`src/sv/gic_pkg.sv`:
```
`default_nettype none

package gic_pkg;

    // sizes
    localparam int SLOT_COUNT   = 16;
    localparam int BUTTON_COUNT = 32;
    localparam int HAT_SLOTS    = 4;
    localparam int HAT_SECTOR   = 4500;
    localparam int HAT_SECTORS  = 8;

    // iteration counts of the shared root and divide steps
    localparam int SQRT_STEPS = 16;
    localparam int DIV_STEPS  = 15;

    // configuration register indexes
    localparam logic [1:0] CFG_AXIS_SELECT   = 2'd0;
    localparam logic [1:0] CFG_BUTTON_SELECT = 2'd1;
    localparam logic [1:0] CFG_STICK_LIMIT   = 2'd2;

    // configuration reset values
    localparam logic [11:0] AXIS_SELECT_RST   = 12'd2696;
    localparam logic [59:0] BUTTON_SELECT_RST = 60'd370850165750367330;
    localparam logic [14:0] STICK_LIMIT_RST   = 15'd1000;

    // slot state codes
    localparam logic [1:0] SLOT_IDLE     = 2'd0;
    localparam logic [1:0] SLOT_HELD     = 2'd1;
    localparam logic [1:0] SLOT_RELEASED = 2'd2;
    localparam logic [1:0] SLOT_PRESSED  = 2'd3;

    typedef logic [1:0] slot_state_t;

    // direction bits for each hat sector, last entry is centred
    localparam logic [3:0] HAT_DIR_TABLE [HAT_SECTORS + 1] = '{
        4'h1, 4'h9, 4'h8, 4'hA, 4'h2, 4'h6, 4'h4, 4'h5, 4'h0
    };

    // edge tracking of one level
    function automatic slot_state_t slot_next(input slot_state_t old, input logic level);
        slot_state_t res;
        if (old[0])
            res = level ? SLOT_HELD : SLOT_RELEASED;
        else
            res = level ? SLOT_PRESSED : SLOT_IDLE;
        return res;
    endfunction

    // hat angle to direction bits, sector found by threshold compares
    function automatic logic [3:0] hat_dirs(input logic [15:0] hat);
        int idx;
        idx = HAT_SECTORS;
        if (32'(hat) < HAT_SECTORS * HAT_SECTOR)
        begin
            idx = 0;
            for (int k = 1; k < HAT_SECTORS; k++)
            begin
                if (32'(hat) >= k * HAT_SECTOR)
                    idx = k;
            end
        end
        return HAT_DIR_TABLE[idx];
    endfunction

    // magnitude of a signed 16-bit value
    function automatic logic [15:0] mag16(input logic signed [15:0] v);
        return v[15] ? 16'(-v) : 16'(v);
    endfunction

endpackage

`default_nettype wire

```
`src/sv/gamepad_input_conditioner.sv`:
```
// each input word runs the square, sum and compare steps for each stick; a stick that needs
// clamping also runs a 16-step square root and two 15-step divisions on the shared units
// a new word is taken once the previous result sits in the output register, so the sequencer
// takes no new word while one is still in work on the shared subtractor and multiplier
// reset: rst_n asynchronous active low clears slot states and sequencer, loads default config
`default_nettype none

module gamepad_input_conditioner
    import gic_pkg::*;
(
    input  wire logic         clk,
    input  wire logic         rst_n,
    // config write channel
    input  wire logic         cfg_valid,
    output logic              cfg_ready,
    input  wire logic [1:0]   cfg_index,
    input  wire logic [59:0]  cfg_data,
    // input stream
    input  wire logic         s_tvalid,
    output logic              s_tready,
    // raw_x, raw_y, raw_z, raw_rot_x, raw_rot_y, raw_rot_z, hat_angle,
    // pad_buttons, slot_keys, dir_keys
    input  wire logic [167:0] s_tdata,
    // pad_present
    input  wire logic         s_tuser,
    // output stream
    output logic              m_tvalid,
    input  wire logic         m_tready,
    // left_x, left_y, right_x, right_y, slot_states
    output logic [95:0]       m_tdata
);

    typedef enum logic [10:0] {
        S_IDLE = 11'b000_0000_0001,
        S_MX   = 11'b000_0000_0010,
        S_MY   = 11'b000_0000_0100,
        S_ML   = 11'b000_0000_1000,
        S_CMP  = 11'b000_0001_0000,
        S_SQRT = 11'b000_0010_0000,
        S_MULX = 11'b000_0100_0000,
        S_DIVX = 11'b000_1000_0000,
        S_MULY = 11'b001_0000_0000,
        S_DIVY = 11'b010_0000_0000,
        S_FIN  = 11'b100_0000_0000
    } state_t;

    state_t state_reg, state_next;
    logic   stick_reg, stick_next;
    logic   out_valid_reg, out_valid_next;

    logic [11:0] axis_sel_reg;
    logic [59:0] button_sel_reg;
    logic [14:0] stick_limit_reg;

    slot_state_t pad_state_reg [SLOT_COUNT];
    slot_state_t merged_reg    [SLOT_COUNT];
    slot_state_t pad_state_next [SLOT_COUNT];
    slot_state_t merged_next    [SLOT_COUNT];

    // working stick and pending stick
    logic signed [15:0] wx_reg, wy_reg, px_reg, py_reg;
    logic [31:0] sum_reg, prod_reg;
    logic [31:0] src_reg;
    logic [16:0] rem_reg;
    logic [15:0] acc_reg;
    logic [15:0] r_reg;
    logic [3:0]  cnt_reg;

    logic [15:0] out_lx_reg, out_ly_reg, out_rx_reg, out_ry_reg;
    logic [31:0] out_slots_reg;

    logic in_acc, out_take, fin_go, clamp, sqrt_last, div_last;

    // unpacked input fields
    logic        present;
    logic [95:0] raw_axes;
    logic [15:0] hat;
    logic [31:0] pad_buttons;
    logic [15:0] slot_keys;
    logic [7:0]  dir_keys;
    logic [3:0]  hat_bits;
    logic signed [15:0] lim_s;
    logic signed [15:0] st [4];
    logic signed [15:0] lx_in, ly_in, rx_in, ry_in;

    // shared multiplier and subtractor
    logic [15:0] mul_a, mul_b;
    logic [31:0] mul_p;
    logic [18:0] sub_a, sub_b;
    logic [19:0] sub_d;
    logic        sub_ge;
    logic [15:0] quo;
    logic signed [15:0] quo_x, quo_y;
    logic [31:0] slots_packed;

    assign cfg_ready = 1'b1;
    assign s_tready  = (state_reg == S_IDLE);
    assign m_tvalid  = out_valid_reg;
    assign m_tdata   = {out_slots_reg, out_ry_reg, out_rx_reg, out_ly_reg, out_lx_reg};

    assign in_acc   = s_tvalid && s_tready;
    assign out_take = out_valid_reg && m_tready;
    assign fin_go   = (state_reg == S_FIN) && (!out_valid_reg || m_tready);
    assign clamp    = sum_reg > prod_reg;
    assign sqrt_last = (cnt_reg == 4'(SQRT_STEPS - 1));
    assign div_last  = (cnt_reg == 4'(DIV_STEPS - 1));

    assign present     = s_tuser;
    assign raw_axes    = s_tdata[95:0];
    assign hat         = s_tdata[111:96];
    assign pad_buttons = s_tdata[143:112];
    assign slot_keys   = s_tdata[159:144];
    assign dir_keys    = s_tdata[167:160];
    assign hat_bits    = hat_dirs(hat);
    assign lim_s       = signed'({1'b0, stick_limit_reg});

    function automatic logic signed [15:0] pick_axis(input logic [95:0] raw,
                                                     input logic [2:0] sel);
        logic signed [15:0] v;
        case (sel)
            3'd0:    v = raw[15:0];
            3'd1:    v = raw[31:16];
            3'd2:    v = raw[47:32];
            3'd3:    v = raw[63:48];
            3'd4:    v = raw[79:64];
            3'd5:    v = raw[95:80];
            default: v = '0;
        endcase
        return v;
    endfunction

    // axis selection and direction key override
    always_comb
    begin
        for (int i = 0; i < 4; i++)
            st[i] = present ? pick_axis(raw_axes, axis_sel_reg[3*i +: 3]) : 16'sd0;
        lx_in = dir_keys[3] ? lim_s : (dir_keys[2] ? -lim_s : st[0]);
        ly_in = dir_keys[1] ? lim_s : (dir_keys[0] ? -lim_s : st[1]);
        rx_in = dir_keys[7] ? lim_s : (dir_keys[6] ? -lim_s : st[2]);
        ry_in = dir_keys[5] ? lim_s : (dir_keys[4] ? -lim_s : st[3]);
    end

    // slot state update for the incoming word
    always_comb
    begin
        logic       lvl;
        logic [4:0] bsel;
        for (int i = 0; i < SLOT_COUNT; i++)
        begin
            if (i < HAT_SLOTS)
            begin
                bsel = '0;
                lvl  = hat_bits[i];
            end
            else
            begin
                bsel = button_sel_reg[5*(i-HAT_SLOTS) +: 5];
                lvl  = (int'(bsel) < BUTTON_COUNT) && pad_buttons[bsel];
            end
            pad_state_next[i] = present ? slot_next(pad_state_reg[i], lvl) : pad_state_reg[i];
            if (present && (pad_state_next[i] != SLOT_IDLE))
                merged_next[i] = pad_state_next[i];
            else
                merged_next[i] = slot_next(merged_reg[i], slot_keys[i]);
        end
    end

    // pack merged slot states
    always_comb
    begin
        slots_packed = '0;
        for (int i = 0; i < SLOT_COUNT; i++)
            slots_packed[2*i +: 2] = merged_reg[i];
    end

    // multiplier operand select
    always_comb
    begin
        mul_a = '0;
        mul_b = '0;
        unique case (state_reg)
            S_MX:    begin mul_a = mag16(wx_reg); mul_b = mag16(wx_reg); end
            S_MY:    begin mul_a = mag16(wy_reg); mul_b = mag16(wy_reg); end
            S_ML:    begin mul_a = 16'(stick_limit_reg); mul_b = 16'(stick_limit_reg); end
            S_MULX:  begin mul_a = mag16(wx_reg); mul_b = 16'(stick_limit_reg); end
            S_MULY:  begin mul_a = mag16(wy_reg); mul_b = 16'(stick_limit_reg); end
            default: ;
        endcase
        mul_p = mul_a * mul_b;
    end

    // subtractor operand select: root digit trial or quotient bit trial
    always_comb
    begin
        sub_a = '0;
        sub_b = '0;
        unique case (state_reg)
            S_SQRT:
            begin
                sub_a = {rem_reg, src_reg[31:30]};
                sub_b = {1'b0, acc_reg, 2'b01};
            end
            S_DIVX, S_DIVY:
            begin
                sub_a = {2'b00, rem_reg[15:0], src_reg[31]};
                sub_b = {3'b000, r_reg};
            end
            default: ;
        endcase
        sub_d  = {1'b0, sub_a} - {1'b0, sub_b};
        sub_ge = !sub_d[19];
        quo    = {1'b0, acc_reg[13:0], sub_ge};
        quo_x  = wx_reg[15] ? -signed'(quo) : signed'(quo);
        quo_y  = wy_reg[15] ? -signed'(quo) : signed'(quo);
    end

    // sequencer
    always_comb
    begin
        state_next     = state_reg;
        stick_next     = stick_reg;
        out_valid_next = out_valid_reg;
        if (out_take)
            out_valid_next = 1'b0;
        unique case (state_reg)
            S_IDLE: if (in_acc) state_next = S_MX;
            S_MX:   state_next = S_MY;
            S_MY:   state_next = S_ML;
            S_ML:   state_next = S_CMP;
            S_CMP:
            begin
                if (clamp)
                    state_next = S_SQRT;
                else if (stick_reg)
                    state_next = S_FIN;
                else
                begin
                    state_next = S_MX;
                    stick_next = 1'b1;
                end
            end
            S_SQRT: if (sqrt_last) state_next = S_MULX;
            S_MULX: state_next = S_DIVX;
            S_DIVX: if (div_last) state_next = S_MULY;
            S_MULY: state_next = S_DIVY;
            S_DIVY:
            begin
                if (div_last)
                begin
                    if (stick_reg)
                        state_next = S_FIN;
                    else
                    begin
                        state_next = S_MX;
                        stick_next = 1'b1;
                    end
                end
            end
            S_FIN:
            begin
                if (fin_go)
                begin
                    state_next     = S_IDLE;
                    stick_next     = 1'b0;
                    out_valid_next = 1'b1;
                end
            end
            default: state_next = S_IDLE;
        endcase
    end

    // control state, configuration and slot states
    always_ff @(posedge clk or negedge rst_n)
    begin
        if (!rst_n)
        begin
            state_reg       <= S_IDLE;
            stick_reg       <= 1'b0;
            out_valid_reg   <= 1'b0;
            axis_sel_reg    <= AXIS_SELECT_RST;
            button_sel_reg  <= BUTTON_SELECT_RST;
            stick_limit_reg <= STICK_LIMIT_RST;
            for (int i = 0; i < SLOT_COUNT; i++)
            begin
                pad_state_reg[i] <= SLOT_IDLE;
                merged_reg[i]    <= SLOT_IDLE;
            end
        end
        else
        begin
            state_reg     <= state_next;
            stick_reg     <= stick_next;
            out_valid_reg <= out_valid_next;
            if (cfg_valid && cfg_ready)
            begin
                unique case (cfg_index)
                    CFG_AXIS_SELECT:   axis_sel_reg    <= cfg_data[11:0];
                    CFG_BUTTON_SELECT: button_sel_reg  <= cfg_data;
                    CFG_STICK_LIMIT:   stick_limit_reg <= cfg_data[14:0];
                    default: ;
                endcase
            end
            if (in_acc)
            begin
                for (int i = 0; i < SLOT_COUNT; i++)
                begin
                    pad_state_reg[i] <= pad_state_next[i];
                    merged_reg[i]    <= merged_next[i];
                end
            end
        end
    end

    // stick datapath
    always_ff @(posedge clk)
    begin
        unique case (state_reg)
            S_IDLE:
            begin
                if (in_acc)
                begin
                    wx_reg <= lx_in;
                    wy_reg <= ly_in;
                    px_reg <= rx_in;
                    py_reg <= ry_in;
                end
            end
            S_MX: prod_reg <= mul_p;
            S_MY:
            begin
                prod_reg <= mul_p;
                sum_reg  <= prod_reg;
            end
            S_ML:
            begin
                prod_reg <= mul_p;
                sum_reg  <= sum_reg + prod_reg;
            end
            S_CMP:
            begin
                src_reg <= sum_reg;
                rem_reg <= '0;
                acc_reg <= '0;
                cnt_reg <= '0;
                if (!clamp && !stick_reg)
                begin
                    wx_reg <= px_reg;
                    wy_reg <= py_reg;
                    px_reg <= wx_reg;
                    py_reg <= wy_reg;
                end
            end
            S_SQRT:
            begin
                rem_reg <= sub_ge ? sub_d[16:0] : sub_a[16:0];
                acc_reg <= {acc_reg[14:0], sub_ge};
                src_reg <= {src_reg[29:0], 2'b00};
                cnt_reg <= cnt_reg + 4'd1;
                if (sqrt_last)
                    r_reg <= {acc_reg[14:0], sub_ge};
            end
            S_MULX, S_MULY:
            begin
                rem_reg <= {2'b00, mul_p[29:15]};
                src_reg <= {mul_p[14:0], 17'd0};
                acc_reg <= '0;
                cnt_reg <= '0;
            end
            S_DIVX:
            begin
                rem_reg <= {1'b0, sub_ge ? sub_d[15:0] : sub_a[15:0]};
                acc_reg <= {acc_reg[14:0], sub_ge};
                src_reg <= {src_reg[30:0], 1'b0};
                cnt_reg <= cnt_reg + 4'd1;
                if (div_last)
                    wx_reg <= quo_x;
            end
            S_DIVY:
            begin
                rem_reg <= {1'b0, sub_ge ? sub_d[15:0] : sub_a[15:0]};
                acc_reg <= {acc_reg[14:0], sub_ge};
                src_reg <= {src_reg[30:0], 1'b0};
                cnt_reg <= cnt_reg + 4'd1;
                if (div_last)
                begin
                    if (stick_reg)
                        wy_reg <= quo_y;
                    else
                    begin
                        wx_reg <= px_reg;
                        wy_reg <= py_reg;
                        px_reg <= wx_reg;
                        py_reg <= quo_y;
                    end
                end
            end
            S_FIN:
            begin
                if (fin_go)
                begin
                    out_lx_reg    <= px_reg;
                    out_ly_reg    <= py_reg;
                    out_rx_reg    <= wx_reg;
                    out_ry_reg    <= wy_reg;
                    out_slots_reg <= slots_packed;
                end
            end
            default: ;
        endcase
    end

endmodule

`default_nettype wire

```
`config.mk`:
```
export PLATFORM = sky130hd
export DESIGN_NAME = gamepad_input_conditioner
export DESIGN_NICKNAME = d
export VERILOG_FILES = /design/src/sv/gic_pkg.sv /design/src/sv/gamepad_input_conditioner.sv
export SDC_FILE = /design/constraint.sdc
export NUM_CORES = 2
export LEC_CHECK = 0
export BUFFER_PORTS_ARGS = -buffer_cell sky130_fd_sc_hd__buf_2
export CORE_ASPECT_RATIO = 0.7
export CORE_MARGIN = 1
export CORE_UTILIZATION = 39
export CTS_BUF_LIST = sky130_fd_sc_hd__clkbuf_8
export CTS_CLUSTER_DIAMETER = 30
export CTS_CLUSTER_SIZE = 25
export DETAILED_ROUTE_END_ITERATION = 16
export PLACE_DENSITY = 0.63
export SETUP_SLACK_MARGIN = 0.1
export SYNTH_ARGS = -nofsm -noshare
export SYNTH_HDL_FRONTEND = slang
export SYNTH_SLANG_ARGS = --single-unit
export TNS_END_PERCENT = 1
```
`constraint.sdc`:
```
create_clock -name clk -period 13.3 [get_ports clk]
set_clock_uncertainty 0.05 [all_clocks]
set_input_delay 0.665 -clock clk [delete_from_list [all_inputs] [get_ports clk]]
set_output_delay 0.665 -clock clk [all_outputs]
set_load 0.1 [all_outputs]
```
After elaboration in Yosys (flattened, before gate mapping):

Memories as Yosys holds them, arrays and structs flattened.
Cells that the tools add are included.

* RAM bits: 0
* register bits: 473
* output and inout bits: 99
* bits in read-only memories: 64
* memories kept: 1
* word-level logic and storage cells: 428
* latch bits: 0

Memory list
* (no name shown): words 16, bits a word 4, rd ports 1, clocked after Yosys merged registers in 0, wr ports 0, line gic_pkg.sv:62 `return HAT_DIR_TABLE[idx];`

* eq/ne operators: 43
* shift operators: 0
* $mul: 1
* $lt $le $gt $ge: 22
* div/mod/pow operators: 0
* reductions and logical operators: 70
* bitwise logic cells: 1
* add/subtract/negate cells: 7
* mux-type cells: 229

Operators by type and width (number)
* 16-bit two-way mux: 34
* 16-bit case mux with 6 select lines: 4
* 2-bit two-way mux: 130
* 16-bit case mux with 3 select lines: 5
* 32-bit case mux with 4 select lines: 1
* 11-bit case mux with 11 select lines: 1
* 11-bit two-way mux: 7
* 5-bit by 6-bit < comparator with 1-bit output, second input constant: 12
* 17-bit case mux with 4 select lines: 1
* 16-bit by 15-bit >= comparator with 1-bit output, second input constant: 4
* 16-bit case mux with 4 select lines: 1
* 32-bit case mux with 2 select lines: 1
* 1-bit binary-select mux with 5-bit select: 12
* 19-bit case mux with 2 select lines: 1
* 18-bit case mux with 2 select lines: 1
* 2-bit nonzero test: 18
* 32-bit adder: 1
* 16-bit by 14-bit >= comparator with 1-bit output, second input constant: 2
* 32-bit by 5-bit >= comparator with 1-bit output, second input constant: 1
* 32-bit greater-than comparator: 1
* 16-bit by 16-bit multiplier with 32-bit output: 1
* 32-bit two-way mux: 1
* 15-bit negation with 16-bit output: 2
* 16-bit negation: 2
* 44 further kinds: 129

Longest topological paths before layout:

* depth in word-level cells: 19
* mapped depth: 34
* mapped depth without buffers: 33

Worst setup path before layout:

Ideal clock, no wire load.

* path type: register to register
* start: register state_reg[9]
* end: register rem_reg[10] (data pin)
* path slack: 5.632 ns
* data required time: 12.987 ns
* clock period less this slack: 7.668 ns
* library setup time: 0.263 ns
* arrival: 7.355 ns
* stages on the path, launching flop included: 34
* cell sequence: dfrtp_1 > buf_2 > nor2_1 > and3_1 > clkbuf_1 > nand2_1 > nor2_1 > nand3b_1 > inv_1 > a21oi_1 > clkbuf_1 > o221ai_1 > clkbuf_1 > nand2_1 > fa_1 > fa_1 > inv_1 > fa_1 > fa_1 > fa_1 > inv_1 > fa_1 > inv_1 > ha_1 > a21o_1 > a21o_1 > a21oi_1 > o22ai_1 > a41o_1 > o311a_1 > o21a_1 > nor2_1 > xnor2_1 > o2bb2ai_1

* elaborated cells on any way between the ends: 23
* classes of those cells: add/sub (1); mul (1); eq/ne (9); mux (7); reduce/logical (5)

RTL lines
* from (decl): line gamepad_input_conditioner.sv:47 `state_t state_reg, state_next;`
* from (signal assigned): line gamepad_input_conditioner.sv:291 `state_reg <= state_next;`
* 11-bit by 9-bit == test with 1-bit output (tied with other cells): line gamepad_input_conditioner.sv:181 `unique case (state_reg)`
* 3-bit OR reduction (no source line) or 2-bit OR reduction (tied branches)
* 16-bit case mux with 3 select lines: line gamepad_input_conditioner.sv:181
* 16-bit by 16-bit multiplier with 32-bit output (*): line gamepad_input_conditioner.sv:189 `mul_p = mul_a * mul_b;`
* net mul_p[25]: line gamepad_input_conditioner.sv:88 `logic [31:0] mul_p;`
* 17-bit case mux with 4 select lines (*): line gamepad_input_conditioner.sv:317 `unique case (state_reg)`
* to (signal assigned): line gamepad_input_conditioner.sv:355 `rem_reg <= sub_ge ? sub_d[16:0] : sub_a[16:0];`
* to (signal assigned): line gamepad_input_conditioner.sv:364 `rem_reg <= {2'b00, mul_p[29:15]};`
* to (signal assigned): line gamepad_input_conditioner.sv:371 `rem_reg <= {1'b0, sub_ge ? sub_d[15:0] : sub_a[15:0]};`
* to (decl): line gamepad_input_conditioner.sv:64 `logic [16:0] rem_reg;`

Mark *: on every way through the listed nets, which the timed path passes. The rest lies on a longest branch.
A chain may end at the register's enable or synchronous reset.

Worst setup path in the final report:

* start: register state_reg[2]
* end: register rem_reg[13] (data pin)

Same word-level chain as after synthesis.

==> impl_metrics.csv <==
group,metric,value,unit
timing,finalSetupViolations,0,
timing,rsz0062_at_grt,"no",
flow_run,cap_viol_max_count,0,
pwr,ir_worst_vdd,93.29,µV
drt,ant_nets,0,
min_path,hold_path_startpoint,"cfg_data[55]",
placement,place_ws,3.259,ns
yosys,synthMostInstantiatedCell,"nand2_1",
timing,maxClockFrequency,0.09751,GHz
timing,postLayoutSetupSlackWorst,3.044,ns
floorplan,die_width,381.5,µm
yosys,synthesis_stage_register_bit_count,457,
yosys,syn-cell-area,39320,µm²
grt,grt_max_degree,79,
critical_path,crit_path_top_delay_cell,"or4_1",
pwr,leakage_power,18.43,nW
timing,timing.final.hold_violations,0,
critical_path,cp.buffers_inverters,3,
drt,post-route-drc-count,0,
status,status,"finished clean",
critical_path,crit-reg2reg-launch,"state_reg[2]",
yosys,ys.flop_type,"edfxtp_1",
drt,via_per_inst,5.971,
cells_and_area,flip_flop_count_of_the_largest_register_all_copies_and_words_added,60,
min_path,hold_path_end,"button_sel_reg[55]",
critical_path,critical_path.reg2reg.endpoint,"rem_reg[13]",
yosys,yosysTopAreaCellShare,23.60,%
cells_and_area,drive_above_1_share,20.80,%
grt,met3_usage,9.193,%
yosys,synth-async-reset-ratio,32.39,%
pwr,share_clk_of_total_power,25.7,%
cells_and_area,fill_cells,9603,
critical_path,worst_path_most_repeated_cell,"fa_1",
min_path,worst_hold_path_type,"in2reg",
drt,route.detailed.wl_per_inst,24.31,µm
timing,worst_pin_slew,1.252,ns
timing,fin_crit,10.26,ns
critical_path,timing.critical_path.arrival,10.83,ns
clocking,cts.sinks,457,
yosys,synth-warning-count,0,
drt,drt_first_pass_iters,6,
pwr,p_int,0.003908,W
critical_path,rrSetupSlack,3.04,ns
clocking,clock_tree.htree_level_count,3,
timing,final.setup.tns,0,ns
grt,grtUsageTotal,26.62,%
grt,wire_length_of_the_first_global_routing_pass,204300,µm
drt,finalWirelength,136700,µm
placement,finalWeightedCongestion,0.9918,
yosys,mean_area_per_synthesized_cell,9.905,µm²
yosys,synth_cells,3970,
pwr,p_per_cell_area,154.5,nW/µm²
critical_path,worst_setup_path_start_kind,"register",
clocking,tritoncts,"built",
placement,dp_hpwl,102100,µm
clocking,cts_repair_resize_count,0,
clocking,cts.path.max_buffers,3,
critical_path,timing.critical_path.required,13.88,ns
floorplan,fp.coreArea,100000,µm²
grt,gr-usage-met1,39.35,%
critical_path,path_max_fanout,29,
critical_path,max_stage_delay,1.05,ns
yosys,synth.lib_cells_used.distinct,96,
placement,port_buffers,331,
pwr,seq_power_share,35.9,%
yosys,synthTopCellsByArea,"edfxtp_1 (24%), fa_1 (10%), mux4_2 (8.1%)",
pwr,power_switching_share,43.13,%
min_path,hold-path-cell-count,2,
yosys,ys_seq_area_share,33.12,%
cells_and_area,finish.net_count,4809,
yosys,synth.largest_area_cell,"edfxtp_1",
clocking,ctsRootBufferMaster,"clkbuf_8",
critical_path,critPathKind,"reg2reg",
clocking,clkTransAtPathRegs,0.07,ns
drt,total_vias_in_the_final_route,33561,
clocking,cts_buffers,89,
yosys,synthTopCellsByCount,"nand2_1 (412), inv_1 (376), nor2_1 (339), edfxtp_1 (309), o21ai_0 (247)",
cells_and_area,area.growth.synth_to_final,13.12,%
floorplan,io_pins,335,
pwr,power.combinational.fraction,38.3,%
critical_path,critPathLaunch,"state_reg[2]",
timing,timing.final.crit_share,77.11,%
yosys,synth_enable_flop_cells,309,
floorplan,floorplan.die_area,102100,µm²
grt,globalRoute.totalOverflow,0,
clocking,cts_post_setup_buffers_inserted,0,
timing,maxSlewViolCount,0,
grt,grt_util_met2,36.52,%
critical_path,cell_depth_of_the_worst_flop_to_flop_path,25,
grt,number_of_antenna_violations_at_the_first_check_in_global_routing,28,
grt,global_route.peak_usage_layer,"met1",
floorplan,initial_utilization,39.32,%
floorplan,placement_rows,97,
grt,grt_pass1_vias,32117,
drt,drtIter0Drc,4304,
critical_path,setup.worst_path.end_class,"register",
floorplan,floorplan.die.height,267.7,µm
critical_path,cp_top_family,"adder cells",
pwr,net_switching_component_of_the_power,0.002964,W
clocking,worst_skew_pair.late_latency,0.78,ns
timing,maxSlewHeadroom,15.90,%
-- cells in the final DEF (no fill, tap or decap), types with 33 or more instances in the layout --
master,count
nor2_1,337
mux2_2,102
ha_1,191
o21ai_0,247
buf_4,61
nor2b_1,38
xor2_1,53
o22ai_1,47
xnor2_1,90
dfrtp_1,114
inv_1,384
fa_1,196
clkbuf_8,93
edfxtp_1,309
buf_2,330
a21oi_1,208
dfstp_2,33
mux2i_1,119
mux4_2,142
nand2_1,409
a21o_1,33
a22oi_1,116
o221ai_1,38
nor3_1,44
-- logic make-up (layout without fill, tap and decap cells) --
logic type	Yosys count	count (layout)	share of synthesized area, %
compound gates	953	953	15.74
xor+xnor	143	143	3.185
fa+ha+maj	387	387	16.06
buf+inv	653	937	6.332
flops	457	457	33.12
mux	363	363	14.08
other cells	2	33	0.01910
simple gates	1012	1012	11.47
-- power groups by stage --
stage | combinational [W] | sequential (W) | clock [W]
floorplan | 0.00187 | 0.00211 | 0
global placement | 0.00253 | 0.00244 | 0
detailed placement | 0.00256 | 0.00244 | 0
CTS | 0.00258 | 0.00242 | 0.00179
global route | 0.00285 | 0.00248 | 0.00186
finish | 0.00264 | 0.00247 | 0.00177
-- repair_timing --
| item | CTS | global route |
|---|---|---|
| hold endpoints to repair | 52 | 0 |
| hold buffers | 4 | 0 |
| endpoints found under the setup margin | 0 | 0 |
-- area by class of cell --
type / instances / area [µm²] / area share [%]
tap: 1336 / 1672 / 3.758
antenna: 25 / 62.56 / 0.1406
sequential: 457 / 13030 / 29.28
timing repair buffer: 396 / 2161 / 4.858
clock inverter: 72 / 939.7 / 2.112
multi-input combinational: 2866 / 23930 / 53.80
inverter: 376 / 1411 / 3.173
clock buffer: 93 / 1280 / 2.877
-- worst max-delay path by stage --
| stage | to | slack (ns) | cells after the start |
|---|---|---|---|
| 3_3_place_gp | rem_reg[13] | 3.35 | 25 |
| 3_5_place_dp | rem_reg[13] | 3.26 | 25 |
| 4_1_cts | rem_reg[13] | 3.25 | 25 |
| 2_1_floorplan | rem_reg[10] | 5.63 | 33 |
| 5_1_grt | rem_reg[13] | 2.53 | 25 |
| 6_report | rem_reg[13] | 3.04 | 25 |
-- layer usage --
metal / wire length (µm) / part of all wire (%) / up-vias
met5: 40 / 0.029 / -
met4: 3135 / 2.3 / 6
met3: 18920 / 14 / 248
met2: 54890 / 40 / 1943
met1: 59680 / 44 / 16597
li1: - / - / 14767
-- through the flow --
step	area [µm²]	cells	total power, W	hold slack [ns]	util, %
after floorplan	39350	3976	0.003979	0.3194	-
after global placement	42160	5427	0.004965	0.3800	42.16
after detailed placement	42160	5427	0.005004	0.3816	42.16
after CTS	44420	5596	0.006792	0.005260	44.42
after global routing	44480	5618	0.007194	0.02279	44.47
final	44480	5621	0.006871	0.07305	44.48
Note: power is estimated with default switching activity, not from simulation.
